[src/hw/rtl/lcdns_pkg.sv]
// Shared types, command codes and constant tables for the LCD nibble sequencer.
package lcdns_pkg;

  // Request command codes
  localparam logic [2:0] CMD_INIT   = 3'd0;
  localparam logic [2:0] CMD_BYTE   = 3'd1;
  localparam logic [2:0] CMD_DATA   = 3'd2;
  localparam logic [2:0] CMD_GOTO   = 3'd3;
  localparam logic [2:0] CMD_NUMBER = 3'd4;
  localparam logic [2:0] CMD_GLYPH  = 3'd5;

  // Largest digit count printed for a number
  localparam int unsigned NUMBER_DIGITS = 3;

  localparam logic [7:0] ASCII_ZERO    = 8'd48;
  localparam logic [7:0] CGRAM_SET     = 8'h40;
  localparam logic [7:0] DDRAM_SET     = 8'h80;
  localparam logic [3:0] INIT_STROBES  = 4'd9;
  localparam logic [4:0] POWER_UP_WAIT = 5'd31;

  // One enable strobe on the 4-bit bus
  typedef struct packed {
    logic       rs;
    logic [3:0] nibble;
    logic [4:0] wait_before_ms;
    logic [1:0] high_ms;
    logic [1:0] low_ms;
    logic       last;
  } strobe_t;

  // Power-up nibbles: function set (third repaired to 8), display on, clear, entry mode
  function automatic logic [3:0] init_nibble(input logic [3:0] idx);
    logic [3:0] nib;
    unique case (idx)
      4'd0:    nib = 4'h2;
      4'd1:    nib = 4'h2;
      4'd2:    nib = 4'h8;
      4'd3:    nib = 4'h0;
      4'd4:    nib = 4'hC;
      4'd5:    nib = 4'h0;
      4'd6:    nib = 4'h1;
      4'd7:    nib = 4'h0;
      4'd8:    nib = 4'h7;
      default: nib = 4'h0;
    endcase
    return nib;
  endfunction

  // DDRAM start address of each display line
  function automatic logic [7:0] row_base(input logic [1:0] row);
    logic [7:0] base;
    unique case (row)
      2'd0: base = 8'h80;
      2'd1: base = 8'hC0;
      2'd2: base = 8'h94;
      2'd3: base = 8'hD4;
    endcase
    return base;
  endfunction

endpackage

[src/hw/rtl/char_lcd_nibble_sequencer_top.sv]
// Top level of the character LCD 4-bit nibble sequencer.
// The first strobe of a request passes through the request register and then the output register before it is shown.
// Throughput: one strobe per cycle while the consumer does not stall; a request has 2, 4, 6 or 9
//   strobes, and a request that yields no strobe leaves the block free for the next request.
// The next request is taken in the cycle its predecessor's last strobe moves out.
// Reset (rst, synchronous, active high) empties the request and output registers.
module char_lcd_nibble_sequencer_top (
  input  logic       clk,
  input  logic       rst,
  // Request channel
  input  logic       req_valid,
  output logic       req_ready,
  input  logic [2:0] cmd,
  input  logic [7:0] value,
  input  logic [1:0] row,
  input  logic [5:0] column,
  // Strobe channel, one item per enable pulse
  output logic       strobe_valid,
  input  logic       strobe_ready,
  output logic       rs,
  output logic [3:0] nibble,
  output logic [4:0] wait_before_ms,
  output logic [1:0] high_ms,
  output logic [1:0] low_ms,
  output logic       last
);

  logic               st_valid;
  logic               st_ready;
  lcdns_pkg::strobe_t st;
  lcdns_pkg::strobe_t strobe;

  // Hold the request, decode it into bytes and step through its strobes
  lcdns_front u_front (
    .clk       (clk),
    .rst       (rst),
    .req_valid (req_valid),
    .req_ready (req_ready),
    .cmd       (cmd),
    .value     (value),
    .row       (row),
    .column    (column),
    .st_valid  (st_valid),
    .st_ready  (st_ready),
    .st        (st)
  );

  // Register each strobe on its way out; a stalled consumer holds the sequencing
  // once this one-item slot is full
  lcdns_out_stage u_out (
    .clk          (clk),
    .rst          (rst),
    .st_valid     (st_valid),
    .st_ready     (st_ready),
    .st           (st),
    .strobe_valid (strobe_valid),
    .strobe_ready (strobe_ready),
    .strobe       (strobe)
  );

  // Break the strobe out onto its field ports
  assign rs             = strobe.rs;
  assign nibble         = strobe.nibble;
  assign wait_before_ms = strobe.wait_before_ms;
  assign high_ms        = strobe.high_ms;
  assign low_ms         = strobe.low_ms;
  assign last           = strobe.last;

endmodule

[src/hw/rtl/lcdns_front.sv]
// Request register, decode into bytes and strobe sequencing.
module lcdns_front (
  input  logic                clk,
  input  logic                rst,
  input  logic                req_valid,
  output logic                req_ready,
  input  logic [2:0]          cmd,
  input  logic [7:0]          value,
  input  logic [1:0]          row,
  input  logic [5:0]          column,
  output logic                st_valid,
  input  logic                st_ready,
  output lcdns_pkg::strobe_t  st
);

  // Held request
  logic       busy;
  logic [3:0] idx;
  logic [3:0] count;
  logic       is_init;
  logic       rs_q;
  logic [1:0] tail_low;
  logic [7:0] byte0, byte1, byte2;

  // Decode of the incoming request
  logic [3:0] count_d;
  logic       is_init_d;
  logic       rs_d;
  logic [1:0] tail_low_d;
  logic [7:0] byte0_d, byte1_d, byte2_d;
  logic [1:0] hund;
  logic [6:0] rem;
  logic [13:0] tens_prod;
  logic [3:0] tens, units;
  logic [7:0] addr;

  logic       accept, fire, at_last;
  logic [7:0] cur_byte;

  assign at_last   = (idx == count - 4'd1);
  assign fire      = busy && st_ready;
  assign req_ready = !busy || (st_ready && at_last);
  assign accept    = req_valid && req_ready;
  assign st_valid  = busy;

  // Split 0..255 into decimal digits: compare for hundreds, reciprocal for tens
  always_comb begin
    if (value >= 8'd200) begin
      hund = 2'd2;
    end else if (value >= 8'd100) begin
      hund = 2'd1;
    end else begin
      hund = 2'd0;
    end
    rem       = 7'(value - 8'(hund) * 8'd100);
    tens_prod = 14'(rem) * 14'd103;
    tens      = tens_prod[13:10];
    units     = 4'(rem - 7'(tens) * 7'd10);
  end

  always_comb begin
    addr       = lcdns_pkg::row_base(row) + 8'(column);
    count_d    = 4'd2;
    is_init_d  = 1'b0;
    rs_d       = 1'b0;
    tail_low_d = 2'd1;
    byte0_d    = value;
    byte1_d    = 8'h00;
    byte2_d    = 8'h00;
    unique case (cmd)
      lcdns_pkg::CMD_INIT: begin
        count_d   = lcdns_pkg::INIT_STROBES;
        is_init_d = 1'b1;
      end
      lcdns_pkg::CMD_BYTE: begin
        tail_low_d = 2'd2;
      end
      lcdns_pkg::CMD_DATA: begin
        rs_d = 1'b1;
      end
      lcdns_pkg::CMD_GOTO: begin
        byte0_d = addr | lcdns_pkg::DDRAM_SET;
      end
      lcdns_pkg::CMD_NUMBER: begin
        rs_d = 1'b1;
        // Most significant digit goes first; no leading zeros
        if (value >= 8'd100) begin
          count_d = 4'd6;
          byte0_d = lcdns_pkg::ASCII_ZERO + 8'(hund);
          byte1_d = lcdns_pkg::ASCII_ZERO + 8'(tens);
          byte2_d = lcdns_pkg::ASCII_ZERO + 8'(units);
        end else if (value >= 8'd10) begin
          count_d = 4'd4;
          byte0_d = lcdns_pkg::ASCII_ZERO + 8'(tens);
          byte1_d = lcdns_pkg::ASCII_ZERO + 8'(units);
        end else begin
          byte0_d = lcdns_pkg::ASCII_ZERO + 8'(units);
        end
      end
      lcdns_pkg::CMD_GLYPH: begin
        byte0_d = lcdns_pkg::CGRAM_SET | {2'b00, value[2:0], 3'b000};
      end
      default: begin
        count_d = 4'd0;
      end
    endcase
  end

  always_ff @(posedge clk) begin
    if (rst) begin
      busy <= 1'b0;
      idx  <= 4'd0;
    end else if (accept) begin
      busy <= (count_d != 4'd0);
      idx  <= 4'd0;
    end else if (fire) begin
      if (at_last) begin
        busy <= 1'b0;
      end
      idx <= idx + 4'd1;
    end
  end

  always_ff @(posedge clk) begin
    if (accept) begin
      count    <= count_d;
      is_init  <= is_init_d;
      rs_q     <= rs_d;
      tail_low <= tail_low_d;
      byte0    <= byte0_d;
      byte1    <= byte1_d;
      byte2    <= byte2_d;
    end
  end

  // Strobe for the current index
  always_comb begin
    unique case (idx[2:1])
      2'd0:    cur_byte = byte0;
      2'd1:    cur_byte = byte1;
      default: cur_byte = byte2;
    endcase
    st.last = at_last;
    if (is_init) begin
      st.rs             = 1'b0;
      st.nibble         = lcdns_pkg::init_nibble(idx);
      st.wait_before_ms = (idx == 4'd0) ? lcdns_pkg::POWER_UP_WAIT : 5'd0;
      st.high_ms        = 2'd2;
      st.low_ms         = 2'd2;
    end else begin
      st.rs             = rs_q;
      st.nibble         = idx[0] ? cur_byte[3:0] : cur_byte[7:4];
      st.wait_before_ms = 5'd0;
      st.high_ms        = 2'd1;
      st.low_ms         = at_last ? tail_low : 2'd1;
    end
  end

endmodule

[src/hw/rtl/lcdns_out_stage.sv]
// Output register for strobes, decoupling the result channel from sequencing.
module lcdns_out_stage (
  input  logic                clk,
  input  logic                rst,
  input  logic                st_valid,
  output logic                st_ready,
  input  lcdns_pkg::strobe_t  st,
  output logic                strobe_valid,
  input  logic                strobe_ready,
  output lcdns_pkg::strobe_t  strobe
);

  assign st_ready = !strobe_valid || strobe_ready;

  always_ff @(posedge clk) begin
    if (rst) begin
      strobe_valid <= 1'b0;
    end else if (st_ready) begin
      strobe_valid <= st_valid;
    end
  end

  // Load when the slot is free or being drained
  always_ff @(posedge clk) begin
    if (st_ready && st_valid) begin
      strobe <= st;
    end
  end

endmodule

[config.mk]
export PLATFORM = sky130hd
export DESIGN_NAME = char_lcd_nibble_sequencer_top
export DESIGN_NICKNAME = d
export VERILOG_FILES = /design/src/hw/rtl/lcdns_pkg.sv /design/src/hw/rtl/char_lcd_nibble_sequencer_top.sv /design/src/hw/rtl/lcdns_front.sv /design/src/hw/rtl/lcdns_out_stage.sv
export SDC_FILE = /design/constraint.sdc
export NUM_CORES = 1
export LEC_CHECK = 0
export ABC_AREA = 1
export BUFFER_PORTS_ARGS = -buffer_cell sky130_fd_sc_hd__buf_4
export CORE_ASPECT_RATIO = 0.9
export CORE_UTILIZATION = 50
export DETAILED_ROUTE_END_ITERATION = 10
export GPL_TIMING_DRIVEN = 1
export PLACE_DENSITY_LB_ADDON = 0.25
export SLEW_MARGIN = 20
export SYNTH_ARGS = -nofsm -noshare
export SYNTH_HDL_FRONTEND = slang
export SYNTH_SLANG_ARGS = --single-unit
[constraint.sdc]
create_clock -name clk -period 12.5 [get_ports clk]
set_input_delay 0.625 -clock clk [delete_from_list [all_inputs] [get_ports clk]]
set_output_delay 0.625 -clock clk [all_outputs]
set_load 0.05 [all_outputs]
==> reports/qor.yml, run 1 <==
outcome:
  run_status: "finished, violations left"
  violations: "DRC"
clock_tree:
  clk_pin_slew_ns: 0.10
  clk_path_buf_depth: 2
  post_cts_resized: 0
  cts_tree: "built"
  clock-sinks: 45
  post_cts_buffers: 0
  htree_levels: 2
  ctsHoldBuffers: 0
  clk_latency_ns: 0.31
  root_buffer: "clkbuf_8"
  cts_buffers: 5
floorplan:
  dieWidth_um: 92.11
  core_um2: 7076
  initial_utilization_pct: 51.64
  io_pins: 40
  rows: 29
  die_area_um2: 7653
  die_h_um: 83.10
layout:
  syn_to_final_growth_pct: 13.12
  final_cells: 578
  final_layout_size_suffix_gt1_share_pct: 14.02
  num-nets-final: 564
  antennaDiodeCount: 0
  final_area_um2: 4133
worst_setup_path:
  critPathMaxStageDelay_ns: 0.53
  cp_common_cell: "nand2_1"
  cp.arrival_ns: 6.52
  crit_fanout: 4
  start_kind: "input pin"
  critPathKind: "input pin to flip-flop"
  cp_data_required_time_ns: 12.55
  cp-end-kind: "flip-flop"
  crit_slowest_cell: "fa_1"
min_path:
  hold_class: "input pin to flip-flop"
global_route:
  antenna_found_initial: 0
  grt_max_degree: 25
  grt_usage_pct: 20.68
  grt_pass1_wl_um: 12500
  globalRouteOverflowTotal: 0
  first_global_vias: 2697
timing:
  slew_viol_final: 0
  min_period_ns: 6.462
  max-slew-margin-rel_pct: 40.73
  finalHoldViolCount: 0
  clock_skew_ns: 0.01839
  setup-violations-final: 0
  finalCritPeriodShare_pct: 51.70
  rsz0062_at_grt: "false"
  tightestPinTransition_ns: 0.8880
  setup_tns_ns: 0
  fmax_ghz: 0.1547
detailed_routing:
  ant_nets: 0
  wire_per_inst_um: 13.05
  drc_errors: 2
  vias: 2947
  vias_per_cell: 5.099
  routed_wl_um: 7543
  drt_pre_antenna_iters: 7
  dr.first_iter.drc_count: 145
logic_synthesis:
  synth_fp_nets: 525
  netlist_instances: 445
  ys_types: 37
  seq_area_frac_synth_pct: 34.25
  syn_avg_cell_area_um2: 8.210
  synth_seq_cells: 45
  yosysWarnings: 0
  async_flop_share_pct: 0
  synth_ff_type: "edfxtp_1"
  synth_edf_count: 35
  syn_area_um2: 3654
placement:
  hpwlAfterDp_um: 6211
  placed_area_um2: 4018
  portBuffers: 39
  gp_congestion: 0.8880
  dp_cells: 570
run:
  drv_cap: 0
power_and_ir_drop:
  power.leakage_nw: 2.081
  powerDensity_nw_per_um2: 188.8
  peakVddDrop_uv: 85.65
metrics by stage:
stage	utilization (%)	setup slack, ns	total power [W]	hold slack (ns)
after global placement	56.78	6.008	0.0006524	0.5036
after detailed placement	56.78	5.787	0.0006630	0.5130
after floorplan	-	6.395	0.0005557	0.4787
after global routing	58.41	5.570	0.0008560	0.4850
final	58.41	6.038	0.0007803	0.4870
after CTS	58.41	6.102	0.0007767	0.4884
critical path, delay by kind of cell:
kind | cells | cell delay [ns]
and+or+nand+nor | 17 | 1.60
adders and majority gates | 9 | 3.13
xor gates and xnor gates | 2 | 0.34
buffers and inverters | 7 | 0.52
AOI/OAI and AO/OA | 2 | 0.30
cell usage in the layout (no fill, tap or decap), drive strengths merged, types with 21 or more instances in the layout:
cell type / Yosys / final
nand2: 103 / 103
inv: 85 / 85
nor2: 50 / 50
ha: 47 / 47
buf: 5 / 39
edfxtp: 35 / 35
nand3: 27 / 27
a21oi: 21 / 21
final timing paths:
path / from / to / slack [ns] / cells after the start
worst min register to register: flip-flop / u_out.strobe[12] / 0.53 / 2
worst max register to register: u_front.is_init / u_front.byte2[0] / 9.67 / 10
worst max-delay path: value[3] / u_front.byte0[3] / 6.04 / 37
worst min-delay path: rst / u_out.strobe_valid / 0.49 / 2
layer usage:
layer | GRT usage [%] | vias to the layer above | share of wire, %
met1 | 31.25 | 1346 | 52
li1 | - | 1512 | -
met2 | 31.28 | 84 | 43
met5 | 0 | - | 0
met3 | 3.480 | 5 | 4.6
met4 | 3.977 | 0 | 0.49
cell type report:
| cell class | instances | area (um^2) |
|---|---|---|
| fillers | 629 | 2943 |
| multi-input cells | 307 | 2034 |
| flip-flops and latches | 45 | 1251 |
| inverters | 86 | 322.8 |
| repair buffers | 39 | 292.8 |
| well taps | 93 | 116.4 |
| clock buffers | 5 | 68.82 |
| clock inverters | 3 | 46.29 |
power breakdown:
group | total (W) | internal [W] | leakage [nW] | switching (W)
registers | 0.000183 | 0.000177 | 0.420 | 0.00000612
logic | 0.000486 | 0.000179 | 1.61 | 0.000307
clock network | 0.000111 | 0.0000598 | 0.0543 | 0.0000508
sequential cells by signal, summed over array words and instances, names as in the netlist, named ones only:
register	cells
u_front.count	2
u_front.idx	4
u_front.is_init	1
u_front.byte1	5
u_out.strobe	11
u_front.tail_low	2
u_front.rs_q	1
u_front.byte0	8
u_front.st_valid	1
u_out.strobe_valid	1
u_front.byte2	5
synthesized netlist by cell type, drive strengths merged, types with 3 or more instances:
cell	number	area share [%]
edfxtp	35	29
dfxtp	10	5.5
inv	85	8.7
nand2	103	11
fa	10	5.5
nand3	27	4.1
a21oi	21	2.9
xor2	10	2.4
buf	5	1.0
o2111ai	3	0.72
o22ai	3	0.51
o21ai	9	1.2
ha	47	16
nor2	50	5.9
kinds of logic after synthesis:
group,count (synthesis),synth area share [%]
DFF,45,34.25
buffers and inverters,93,10.07
AOI/OAI and AO/OA,49,8.219
xor gates and xnor gates,12,2.877
and+or+nand+nor,189,23.01
adders and majority gates,57,21.58
Power figures use the tool's default switching activity.
==> inputs of run 2 (changes only) <==
Clock period 12.5 ns to 5.5 ns, I/O delays scaled along.
==> run 2 against run 1 <==
- critical path type unchanged
- the run ends with DRC, setup timing left
- utilization is 7.7 points higher
- clock-buffer cell count is 1 higher
- sequential cell count stayed put
==> reports/qor.yml, run 2 (synthesis results as in run 1) <==
timing:
  clock_skew_ns: 0.006819  # was 0.01839 ns
  finalCritPeriodShare_pct: 104.0
  finalHoldViolCount: 0  # unchanged
  setup-violations-final: 3  # was 0
  fmax_ghz: 0.1749
  finalWorstSetupSlack_ns: -0.2177  # was 6.038 ns
  max-slew-margin-rel_pct: 37.93  # was 40.73%
  min_period_ns: 5.718
  whs_ns: 0.1455  # was 0.4870 ns
  slew_viol_final: 0  # unchanged
  rsz0062_at_grt: "true"  # was false
  tightestPinTransition_ns: 0.9300  # was 0.8880 ns
clock_tree:
  clk_latency_ns: 0.30  # was 0.31 ns
  clk_path_buf_depth: 2  # unchanged
  cts_buffers: 5  # unchanged
  htree_levels: 2  # unchanged
  clk_pin_slew_ns: 0.08  # was 0.10 ns
  clock-sinks: 45  # unchanged
  ctsHoldBuffers: 0  # unchanged
  cts_tree: "built"  # unchanged
  root_buffer: "clkbuf_8"  # unchanged
worst_setup_path:
  r2r_slack_ns: 2.65  # was 9.67 ns
  reg2reg_to: "u_front.byte1[1]"  # was u_front.byte2[0]
  cp_common_cell: "nand2_2"  # was nand2_1
  regToRegStartpoint: "u_front.is_init"  # unchanged
  cp-end-kind: "flip-flop"  # unchanged
  crit_slowest_cell: "fa_1"  # unchanged
  critPathLaunch: "value[2]"  # was value[3]
  r2r_cells: 10  # unchanged
  critPathMaxStageDelay_ns: 0.58  # was 0.53 ns
  cp.arrival_ns: 5.77  # was 6.52 ns
  critPathKind: "input pin to flip-flop"  # unchanged
  crit_fanout: 4  # unchanged
  critPathCapture: "u_front.byte2[3]"  # was u_front.byte0[3]
  cp_data_required_time_ns: 5.55  # was 12.55 ns
  start_kind: "input pin"  # unchanged
placement:
  portBuffers: 39  # unchanged
  dp_cells: 605  # was 570
  gp_congestion: 0.8730  # was 0.8880
  placed_area_um2: 4332  # was 4018 um^2
  hpwlAfterDp_um: 6648  # was 6211 um
power_and_ir_drop:
  powerDensity_nw_per_um2: 508.8  # was 188.8 nW/um^2
  combinationalPowerShare_pct: 72.3  # was 62.3%
  p_seq_share_pct: 17.5  # was 23.5%
  peakVddDrop_uv: 310.2  # was 85.65 uV
  p_clk_share_pct: 10.2  # was 14.2%
  switching_share_pct: 44.39  # was 46.68%
  p_int_w: 0.001323  # was 0.0004161 W
  power_switching_w: 0.001056  # was 0.0003642 W
  power.leakage_nw: 2.321  # was 2.081 nW
run:
  drv_cap: 0  # unchanged
layout:
  num-nets-final: 610  # was 564
  regMostFlops: "u_out.strobe"  # unchanged
  syn_to_final_growth_pct: 27.95  # was 13.12%
  reg_top3: "u_out.strobe: 11 flops, u_front.byte0: 8 flops"  # unchanged
  final_area_um2: 4674  # was 4133 um^2
  antennaDiodeCount: 0  # unchanged
  final_cells: 624  # was 578
  final_common_cell: "nand2_1"  # unchanged
  largest_reg_flops: 11  # unchanged
  mostFrequentLayoutCells: "95 x nand2_1, 83 x buf_4, 75 x inv_1, 41 x ha_1, 37 x nor2_1"  # was 100 x nand2_1, 81 x inv_1, 47 x ha_1, 43 x nor2_1, 39 x buf_4
  final_layout_size_suffix_gt1_share_pct: 28.44  # was 14.02%
floorplan:
  core_um2: 7076  # unchanged
  rows: 29  # unchanged
  die_h_um: 83.10  # unchanged
  io_pins: 40  # unchanged
  initial_utilization_pct: 51.64  # unchanged
  die_area_um2: 7653  # unchanged
  dieWidth_um: 92.11  # unchanged
global_route:
  antenna_found_initial: 0  # unchanged
  grt_usage_pct: 22.21  # was 20.68%
  grt_pass1_wl_um: 13480  # was 12500 um
  globalRouteOverflowTotal: 0  # unchanged
  grt_max_degree: 25  # unchanged
  first_global_vias: 2905  # was 2697
min_path:
  hold_class: "input pin to flip-flop"  # unchanged
  whs_path_depth: 2  # unchanged
outcome:
  run_status: "finished, violations left"  # unchanged
  violations: "DRC, setup timing"  # was DRC
detailed_routing:
  vias_per_cell: 5.087  # was 5.099
  dr.first_iter.drc_count: 161  # was 145
  wire_per_inst_um: 13.61  # was 13.05 um
  vias: 3174  # was 2947
  drc_errors: 1  # was 2
  drt_pre_antenna_iters: 10  # was 7
  routed_wl_um: 8490  # was 7543 um
  ant_nets: 0  # unchanged
-- run 2: how the worst min path moves through the flow --
stage | start | to | slack [ns]
after floorplan | rst | u_front.st_valid | 0.34
after global placement | rst | u_front.st_valid | 0.46
after detailed placement | rst | u_out.strobe_valid | 0.46
after CTS | rst | u_out.strobe_valid | 0.14
after global routing | rst | u_out.strobe_valid | 0.13
final | rst | u_out.strobe_valid | 0.15
-- run 2: area by class of cell --
| class | instances | area (um^2) |
|---|---|---|
| inverter | 86 | 327.8 |
| clock buffer | 6 | 72.57 |
| fill | 579 | 2401 |
| clock inverter | 2 | 35.03 |
| multi-input combinational | 307 | 2222 |
| sequential | 45 | 1251 |
| tap | 93 | 116.4 |
| timing repair buffer | 85 | 649.4 |
-- run 2: what timing repair did --
item                                   in CTS  in global routing
buffers inserted                            0                 11
gates resized for setup                     2                 36
endpoints found under the hold margin       0                  0
pin swaps                                   2                 29
setup endpoints to repair                   2                  6
-- run 2: power groups by stage --
stage          Combinational [W]  Sequential [W]  Clock, W
6_report                 0.00172        0.000417  0.000242
5_1_grt                  0.00188        0.000420  0.000261
4_1_cts                  0.00138        0.000417  0.000244
3_5_place_dp             0.00134        0.000425         0
3_3_place_gp             0.00130        0.000424         0
2_1_floorplan           0.000885        0.000439         0
-- run 2: stage by stage --
stage | worst slack (ns) | power (W) | TNS, ns | util, %
5_1_grt | -0.5294 | 0.002559 | -1.944 | 66.07
4_1_cts | 0.009814 | 0.002042 | 0 | 62.95
3_5_place_dp | -0.3765 | 0.001760 | -1.227 | 61.22
6_report | -0.2177 | 0.002378 | -0.6353 | 66.07
2_1_floorplan | -0.03377 | 0.001324 | -0.03377 | -
3_3_place_gp | -0.1878 | 0.001722 | -0.4045 | 61.22
-- run 2: routing by layer --
layer  track usage [%]  wire length [um]
met2             34.60              3904
met5                 0                 0
met4             4.261                62
met1             33.29              4166
met3             2.747               355
-- run 2: critical path: cells and delay by family --
family | cells | cell delay (ns)
AO/OA/AOI/OAI | 2 | 0.28
XOR/XNOR | 2 | 0.30
adder cells (fa/ha/maj) | 9 | 2.95
buffers and inverters | 8 | 0.50
AND/OR/NAND/NOR | 16 | 1.44
